## src/hdl/wsp_pkg.sv

```systemverilog
`default_nettype none
// ----------------------------------------------------------------------------
// wsp_pkg
// shared types and constants of the world to screen projection core
// ----------------------------------------------------------------------------
package wsp_pkg;

  localparam int FRAC_BITS_DEF = 16;
  localparam int IDX_W         = 5;
  localparam int CFG_IDX_W     = 2;
  localparam int CFG_DATA_W    = 32;
  localparam int VP_W          = 14;

  localparam logic [CFG_IDX_W-1:0] REG_VP_WIDTH  = 2'd0;
  localparam logic [CFG_IDX_W-1:0] REG_VP_HEIGHT = 2'd1;
  localparam logic [CFG_IDX_W-1:0] REG_HEIGHT_OFF = 2'd2;

  localparam logic MODE_LOAD    = 1'b0;
  localparam logic MODE_PROJECT = 1'b1;

  typedef enum logic [3:0] {
    ST_IDLE,
    ST_MAT,     // matrix product, 64 mac steps
    ST_MAT_WR,
    ST_XF,      // point transform, 16 mac steps
    ST_XF_WR,
    ST_XF_FL,   // last clip coordinate lands
    ST_CHKW,
    ST_DIV,     // serial divide, three quotients
    ST_SCR,     // screen map, two multiplies
    ST_OUT
  } wsp_state_t;

  typedef struct packed {
    logic       clr_acc;
    logic       mac_mat;
    logic       mac_xf;
    logic       wr_m;
    logic       wr_c;
    logic       div_start;
    logic       div_step;
    logic       scr_step;
    logic       load_out;
    logic [5:0] cnt;
  } wsp_cmd_t;

  typedef struct packed {
    logic w_zero;
    logic div_done;
  } wsp_sts_t;

endpackage : wsp_pkg
`default_nettype wire

```

## src/hdl/wsp_ctrl.sv

```systemverilog
`default_nettype none
// ----------------------------------------------------------------------------
// wsp_ctrl
// sequencer: walks matrix product, transform and, unless w is zero, division and screen map
// ----------------------------------------------------------------------------
module wsp_ctrl
  import wsp_pkg::*;
(
  input  wire logic     clk,
  input  wire logic     rst_n,
  input  wire logic     start,
  input  wire logic     out_busy,
  input  wsp_sts_t      sts,
  output logic          busy,
  output wsp_cmd_t      cmd
);

  wsp_state_t state_r, state_nxt;
  logic [5:0] cnt_r, cnt_nxt;

  always_ff @(posedge clk) begin
    if (!rst_n) begin
      state_r <= ST_IDLE;
      cnt_r   <= '0;
    end else begin
      state_r <= state_nxt;
      cnt_r   <= cnt_nxt;
    end
  end

  always_comb begin
    state_nxt = state_r;
    cnt_nxt   = cnt_r;
    case (state_r)
      ST_IDLE: begin
        cnt_nxt = '0;
        if (start) state_nxt = ST_MAT;
      end
      ST_MAT: begin
        cnt_nxt = cnt_r + 6'd1;
        if (cnt_r[1:0] == 2'd3) state_nxt = ST_MAT_WR;
      end
      ST_MAT_WR: state_nxt = (cnt_r == 6'd0) ? ST_XF : ST_MAT;
      ST_XF: begin
        cnt_nxt = cnt_r + 6'd1;
        if (cnt_r[1:0] == 2'd3) state_nxt = ST_XF_WR;
      end
      ST_XF_WR: state_nxt = (cnt_r[3:0] == 4'd0) ? ST_XF_FL : ST_XF;
      ST_XF_FL: state_nxt = ST_CHKW;
      ST_CHKW: begin
        cnt_nxt = '0;
        state_nxt = sts.w_zero ? ST_OUT : ST_DIV;
      end
      ST_DIV: begin
        cnt_nxt = '0;
        if (sts.div_done) state_nxt = ST_SCR;
      end
      ST_SCR: begin
        cnt_nxt = cnt_r + 6'd1;
        if (cnt_r == 6'd2) state_nxt = ST_OUT;
      end
      ST_OUT: if (!out_busy) state_nxt = ST_IDLE;
      default: state_nxt = ST_IDLE;
    endcase
  end

  always_comb begin
    cmd = '0;
    cmd.cnt = cnt_r;
    busy = (state_r != ST_IDLE);
    case (state_r)
      ST_IDLE:   cmd.clr_acc = 1'b1;
      ST_MAT:    cmd.mac_mat = 1'b1;
      ST_MAT_WR: begin cmd.wr_m = 1'b1; cmd.clr_acc = 1'b1; end
      ST_XF:     cmd.mac_xf = 1'b1;
      ST_XF_WR:  begin cmd.wr_c = 1'b1; cmd.clr_acc = 1'b1; end
      ST_XF_FL:  cmd.clr_acc = 1'b0;
      ST_CHKW:   cmd.div_start = !sts.w_zero;
      ST_DIV:    cmd.div_step = 1'b1;
      ST_SCR:    cmd.scr_step = 1'b1;
      ST_OUT:    cmd.load_out = !out_busy;
      default:   cmd = '0;
    endcase
  end

`ifndef SYNTHESIS
  a_start_idle: assert property (@(posedge clk) disable iff (!rst_n)
    (state_r == ST_IDLE && start) |=> state_r == ST_MAT)
    else $error("start not taken");
  a_div_ends: assert property (@(posedge clk) disable iff (!rst_n)
    (state_r == ST_DIV && sts.div_done) |=> state_r == ST_SCR)
    else $error("divide end missed");
  a_out_once: assert property (@(posedge clk) disable iff (!rst_n)
    cmd.load_out |=> state_r == ST_IDLE)
    else $error("result loaded twice");
`endif

endmodule : wsp_ctrl
`default_nettype wire

```

## config.mk

```make
export PLATFORM = sky130hd
export DESIGN_NAME = wsp_ctrl
export DESIGN_NICKNAME = d
export VERILOG_FILES = /design/src/hdl/wsp_pkg.sv /design/src/hdl/wsp_ctrl.sv
export SDC_FILE = /design/constraint.sdc
export NUM_CORES = 1
export LEC_CHECK = 0
export BUFFER_PORTS_ARGS = -buffer_cell sky130_fd_sc_hd__buf_2
export CORE_ASPECT_RATIO = 1.1
export CORE_MARGIN = 2
export CORE_UTILIZATION = 40
export CTS_BUF_LIST = sky130_fd_sc_hd__clkbuf_2 sky130_fd_sc_hd__clkbuf_4 sky130_fd_sc_hd__clkbuf_8
export DETAILED_ROUTE_END_ITERATION = 12
export PLACE_DENSITY = 0.68
export SYNTH_ARGS = -nofsm -noshare
export SYNTH_HDL_FRONTEND = slang
export SYNTH_SLANG_ARGS = --single-unit
```

## constraint.sdc

```tcl
create_clock -name clk -period 2.1 [get_ports clk]
set_input_delay 0.315 -clock clk [delete_from_list [all_inputs] [get_ports clk]]
set_output_delay 0.315 -clock clk [all_outputs]
set_load 0.005 [all_outputs]
```

After elaboration in Yosys (flattened, before gate mapping)
Cells that the tools add are included.

cells by class
  muxes and demuxes = 21
  equal/unequal tests = 17
  $add $sub $neg = 1
  reductions and logical operators = 12

operators with widths
  kind                                            count
  case mux 4 bit (10 select lines)                1
  two-way mux 4 bit                               7
  == test 4 x 3 -> 1 bit (second input constant)  4
  inequality test 2 bit (second input constant)   6
  case mux 6 bit (2 select lines)                 1
  OR reduction 10 bit                             1
  two-way mux 1 bit                               9
  OR reduction 3 bit                              3
  == test 4 x 2 -> 1 bit (second input constant)  2
  == test 4 bit (second input constant)           2
  logical NOT 4 bit                               2
  adder 6 x 1 -> 6 bit (second input constant)    1
  == test 6 x 2 -> 1 bit (second input constant)  1
  logical NOT 6 bit                               1
  two-way mux 6 bit                               1
  AND reduction 6 bit                             1
  == test 4 x 1 -> 1 bit (second input constant)  1
  nonzero test 4 bit                              1
  two-way mux 3 bit                               1
  == test 2 bit (second input constant)           1
  logical NOT 1 bit                               2
  two-way mux 2 bit                               1
  nonzero test 2 bit                              1

storage, ports and cells
  output and inout bits = 16
  flip-flop bits (word level) = 10

Depth between registers and ports, before layout
Gate-level depths: netlist of run 1.

  depth after elaboration = 3
  gate-level depth with buffers = 6
  mapped depth without buffers = 6

Worst setup path after synthesis of run 1
OpenSTA, ideal clock, no wires.

  path kind = register to register
  from = reg cnt_r[0]
  to = reg state_r[1]
  arrival time = 1,410 ps
  cell stages (with the launch flop) = 7
  library setup time = 92 ps
  path slack = 598 ps
  buffers on the path = 0
  path through = dfxtp_1 inv_1 ha_1 nor3b_1 a2111oi_0 a311oi_1 o32ai_1

between the ends
  longest elaborated chain between the ends = 3
  elaborated cells between the ends (all ways) = 11
  those cells by class = eq/ne (5); mux (3); reduce/logical (3)

RTL lines
  item                                                                                             RTL line        RTL
  start, declared                                                                                  wsp_ctrl.sv:19  logic [5:0] cnt_r, cnt_nxt;
  start signal, assigned                                                                           wsp_ctrl.sv:27  cnt_r <= cnt_nxt;
  == test 6 x 2 -> 1 bit (tied with other cells)                                                   wsp_ctrl.sv:60  if (cnt_r == 6'd2) state_nxt = ST_OUT;
  inequality test 2 bit (no source line) (tied with other cells)                                   n/a
  AND reduction 6 bit (no source line) / case mux 4 bit (10 select lines) (equally long branches)  n/a
  end signal, assigned                                                                             wsp_ctrl.sv:26  state_r <= state_nxt;
  end, declared                                                                                    wsp_ctrl.sv:18  wsp_state_t state_r, state_nxt;

Several ways; a longest one is shown, not always the timed one.
A chain may end at the register's enable or synchronous reset.

Final worst setup path of run 1
  from = reg state_r[0]
  to = out busy

between the ends
  longest elaborated chain between the ends = 1

RTL lines
  item                RTL line        RTL
  nonzero test 4 bit  wsp_ctrl.sv:70  busy = (state_r != ST_IDLE);
  end, declared       wsp_ctrl.sv:14  output logic busy,

Every way passes these cells.

==> results of run 1 <==
## repair_timing
action | CTS | global route
endpoints found under the setup margin | 0 | 7
endpoints found under the hold margin | 0 | 0
setup buffers | 0 | 0
resized for setup | 0 | 1
hold buffers | 0 | 0
## worst min-delay path, delay by kind of cell
family,cells,cell delay [ps]
compound gates,1,60
buf+inv,1,90
simple gates,1,100
## area by class of cell
type	count	share of cell area, %
Clock buffer	3	2.33
Tap cell	28	3.63
Sequential cell	10	20.9
Multi-Input combinational cell	87	58.8
Timing Repair Buffer	22	11.7
Inverter	7	2.72
## cells by family after synthesis
family	count (synthesis)	share of synthesized area, %
adders and majority gates	3	4.55
AOI/OAI and AO/OA	25	23.3
buffers and inverters	13	6.97
muxes	4	4.85
DFF	10	24.2
and+or+nand+nor	55	36.1
## layout by cell type, fill, tap and decap left out, types with 2 or more instances in the layout
cell type	count
buf_2	21
nand2_1	11
nor2_1	9
dfxtp_1	9
nand3_1	8
inv_1	7
and2_1	7
nand2b_1	5
nor3_1	5
o21ai_0	4
a21oi_1	4
mux2i_1	4
or3_1	3
a211oi_1	3
ha_1	3
clkbuf_4	3
nor4bb_1	2
a21o_1	2
## report_power, final
part / switching [W] / total (W) / internal, W
registers: 0.0000545 / 0.000264 / 0.000209
logic: 0.000189 / 0.000345 / 0.000156
clock network: 0.0000645 / 0.000131 / 0.0000662
## flip-flops by register name, indices dropped and copies added (netlist names)
| signal | cells |
|---|---|
| state_r | 4 |
| cnt_r | 6 |
## layer usage
layer | global-route usage (%) | share of wire [%] | vias to the layer above | wire length [um]
met5 | 0 | 0 | - | 0
met4 | 10.2 | 2.1 | 0 | 42
met3 | 1.39 | 5.0 | 5 | 102
met2 | 29.7 | 48 | 33 | 962
met1 | 23.0 | 45 | 426 | 916
li1 | - | - | 434 | -
## worst min-delay path by stage
stage | startpoint | end | slack, ps | cells after the start
2_1_floorplan | rst_n | cnt_r[3] | 450 | 2
3_3_place_gp | cnt_r[5] | cnt_r[5] | 480 | 2
3_5_place_dp | cnt_r[5] | cnt_r[5] | 510 | 2
4_1_cts | sts[0] | state_r[2] | 350 | 3
5_1_grt | sts[0] | state_r[2] | 340 | 3
6_report | sts[0] | state_r[2] | 340 | 3
## stage by stage
stage,power (W),instance area [um^2],util (%),cells,hold WS (ps)
2_1_floorplan,0.000510,826,-,110,453
5_1_grt,0.000799,966,48.8,157,344
3_5_place_dp,0.000610,942,47.6,154,508
3_3_place_gp,0.000602,942,47.6,154,482
4_1_cts,0.000739,965,48.8,157,346
6_report,0.000739,966,48.8,157,339
==> results.toml, run 1 <==
[status]
status = "finished, final reports clean"

[timing]
rsz0062_at_grt = "no"
period_share_pct = 89.5
hold_violations = 0
tightest_slew_ps = 583
skew_ps = 1.70
fin_ws_ps = 221
fin_crit_ps = 1880
relSlewSlack_pct = 60.7
setup_viol = 0
max_freq_mhz = 532
drv_slew = 0
tns_ps = 0

[logic_synthesis]
syn_inst = 110
ys_seq_area_share_pct = 24.2
synthMostInstantiatedCell = "nand2_1"
avgSynthCellArea_um2 = 7.51
ys_top_cells_by_area = "dfxtp_1, and2_1, nand2_1, mux2i_1, nand3_1"
netlist_area_um2 = 826
synth_common_cells = "nand2_1, dfxtp_1, nor2_1, nand3_1"
synth.distinct_cells = 36
synth_nets = 119
synth-main-ff-cell = "dfxtp_1"
ys_ff_latch = 10
synth_top_area_share_pct = 24.2
synth_edf_count = 0
ys.warnings.count = 0
synth_largest_area_cell = "dfxtp_1"
async_reset_ff_share_pct = 0

[critical_path]
worstSetupEndpoint = "busy"
r2r_start = "cnt_r[0]"
reg2reg_to = "state_r[1]"
crit_family = "simple AND/OR/NAND/NOR gates"
critical_path_buf_inv_count = 1
cp.arrival_ps = 1560
r2r_cells = 6
crit_start = "state_r[0]"
reg2reg_slack_ps = 360
cp.required_ps = 1780
worstPathCellList = "or2_2 > or3_1 > buf_2"
worstSetupPathType = "register to output pin"
critPathCaptureType = "output pin"
start_kind = "register"
cp_max_fo = 15
critical_path_depth = 3
slowest_delay_ps = 450
crit_slowest_cell = "dfxtp_1"

[floorplanning]
dieHeight_um = 51.7
coreArea_um2 = 1980
start_util_pct = 41.7
die_area_um2 = 2440
die_w_um = 47.3
num_rows = 17
ios = 22

[clock_tree]
cts.sinks = 10
root_buffer = "clkbuf_4"
worst_skew_pair.late_latency_ps = 260
cts_inserted_buffers = 3
cts_tree = "built"
h-tree-depth = 1
path_clk_slew_ps = 60
clock_path_buffers = 2

[min_path]
min_path_type = "input pin to register"

[routing]
viasPerCell = 5.72
route.detailed.drc = 0
drtPass1Iterations = 4
via_count = 898
antenna_left = 0
drt_wl_total_um = 2020
avgRoutedWirePerCell_um = 12.9
first_iter_violations = 25

[place]
gp_congestion = 0.808
portBuffers = 21
dp_slack_ps = 317
dpl.hpwl_um = 1530

[layout]
multi_input_comb_area_um2 = 568
insertedDiodeCount = 0
drive_gt1_share_pct = 23.3
seq_area_um2 = 201
syn2layout_area_growth_pct = 17.0
fin_nets = 140
fill_cells = 208

[grt]
grt_start_max_net_pins = 22
track_usage_pct = 18.3
grt_pass1_vias = 759
grt.overflow.total = 0
grt_pass1_wl_um = 3190
antenna_found_initial = 0

[power_and_ir_drop]
powerDensity_nw_per_um2 = 765
p_leak_nw = 0.424
ir_drop_v = 0.000392

[run]
maxCapViolCount = 0
Power figures use the tool's default switching activity.
==> run 2, diff against run 1 <==
==> constraint.sdc (replaced) <==
create_clock -name clk -period 2.1 [get_ports clk]
set_input_delay 0.525 -clock clk [delete_from_list [all_inputs] [get_ports clk]]
set_output_delay 0.525 -clock clk [all_outputs]
set_load 0.005 [all_outputs]
==> run 2 against run 1 <==
Power rose by 7.7%. Sequential share of layout area shrank 0.81 points. Clock skew increased by 7.2 ps. Critical path type unchanged. Largest power group unchanged.
==> results.toml, run 2 (same netlist as run 1, synthesis figures left out) <==
[status]
status = "finished, final reports clean"

[grt]
grt_pass1_wl_um = 3410
grt.overflow.total = 0
grt_start_max_net_pins = 15
grt_pass1_vias = 803
track_usage_pct = 19.4
antenna_found_initial = 0

[routing]
drt_wl_total_um = 2050
viasPerCell = 5.54
drtPass1Iterations = 4
antenna_left = 0
met1Wirelength_um = 968
route.detailed.drc = 0
topRoutingLayerUsed = "met4"
avgRoutedWirePerCell_um = 12.6
met3_wirelength_um = 116
routed-wl-met2_um = 934
first_iter_violations = 16
via_count = 897

[floorplanning]
die_area_um2 = 2440
start_util_pct = 41.7
die_w_um = 47.3
num_rows = 17
coreArea_um2 = 1980
dieHeight_um = 51.7
ios = 22

[min_path]
min_path_type = "register to register"

[clock_tree]
cts.sinks = 10
root_buffer = "clkbuf_4"
h-tree-depth = 1
worst_skew_pair.late_latency_ps = 280
path_clk_slew_ps = 70
cts_tree = "built"
cts_inserted_buffers = 3
cts_hold_buf = 0
clock_path_buffers = 2
post_cts.repair.setup_buffers = 0

[critical_path]
cp.arrival_ps = 1450
cp.required_ps = 1570
worstSetupEndpoint = "cmd[7]"
reg2reg_slack_ps = 420
start_kind = "register"
cp_max_fo = 9
r2r_cells = 6
reg2reg_to = "state_r[1]"
crit_start = "state_r[3]"
r2r_start = "cnt_r[0]"
critPathCaptureType = "output pin"
worstSetupPathType = "register to output pin"

[timing]
hold_slack_ps = 501
skew_ps = 8.90
tightest_slew_ps = 380
fin_ws_ps = 124
drv_slew = 0
hold_violations = 0
rsz0062_at_grt = "no"
fin_crit_ps = 1980
relSlewSlack_pct = 74.0
max_freq_mhz = 506
tns_ps = 0
period_share_pct = 94.1
setup_viol = 0

[power_and_ir_drop]
p_leak_nw = 0.452
ir_drop_v = 0.000440
powerDensity_nw_per_um2 = 788

[layout]
top_register = "cnt_r"
insertedDiodeCount = 0
postLayoutCellArea_um2 = 1010
final_common_cell = "buf_2"
syn2layout_area_growth_pct = 22.4
drive_gt1_share_pct = 26.9
largestRegisters = "cnt_r x6, state_r x4"
largest_reg_flops = 6
layout_common_cells = "buf_2, nand2_1, nor2_1"
fin_nets = 144

[place]
dpl.hpwl_um = 1520
dp_slack_ps = 370
gp_congestion = 0.910
dpl_cell_area_um2 = 972
portBuffers = 21

[run]
maxCapViolCount = 0
-- run 2: changes by cell type in the layout (fill, tap and decap cells not counted), sizes merged --
| cell | previous run | this run |
|---|---|---|
| buf | 22 | 26 |
| clkbuf | 3 | 4 |
-- run 2: repair_timing --
item,4_1_cts,5_1_grt
endpoints found under the setup margin,0,8
gates resized for setup,0,2
endpoints found under the hold margin,0,0
-- run 2: worst min path at each step --
stage	from	end	slack, ps	depth (start not counted)
floorplan	cnt_r[5]	cnt_r[5]	470	2
global placement	cnt_r[5]	cnt_r[5]	480	2
detailed placement	cnt_r[5]	cnt_r[5]	500	2
CTS	cnt_r[5]	cnt_r[5]	500	2
global route	cnt_r[5]	cnt_r[5]	550	2
finish	cnt_r[5]	cnt_r[5]	500	2
-- run 2: through the flow --
stage | power, W | std cells | utilization [%]
after floorplan | 0.000510 | 110 | -
after global placement | 0.000610 | 158 | 49.1
after detailed placement | 0.000614 | 158 | 49.1
after CTS | 0.000797 | 162 | 51.0
after global routing | 0.000859 | 162 | 51.1
final | 0.000796 | 162 | 51.1
-- run 2: routing by layer --
layer | GRT usage, % | up-vias
met5 | 0 | -
met4 | 14.8 | 0
met3 | 1.39 | 2
met2 | 28.4 | 29
met1 | 25.4 | 418
li1 | - | 448
-- run 2: worst max-delay path, stage by stage, from the launching register on --
cell and delay [ps]:
dfxtp_1 480, or4b_4 530, inv_1 70, buf_2 100
-- run 2: final cells by class --
cell class | count | area [um^2]
timing repair buffer | 26 | 143
sequential | 10 | 203
clock buffer | 4 | 36.3
inverter | 7 | 26.3
tap | 28 | 35.0
multi-input combinational | 87 | 568
fill | 209 | 967
-- run 2: where the power goes --
part | internal [W] | switching (W) | total, W
clock | 0.000105 | 0.0000765 | 0.000182
sequential | 0.000210 | 0.0000339 | 0.000244
combinational | 0.000167 | 0.000203 | 0.000371
total | 0.000483 | 0.000314 | 0.000796
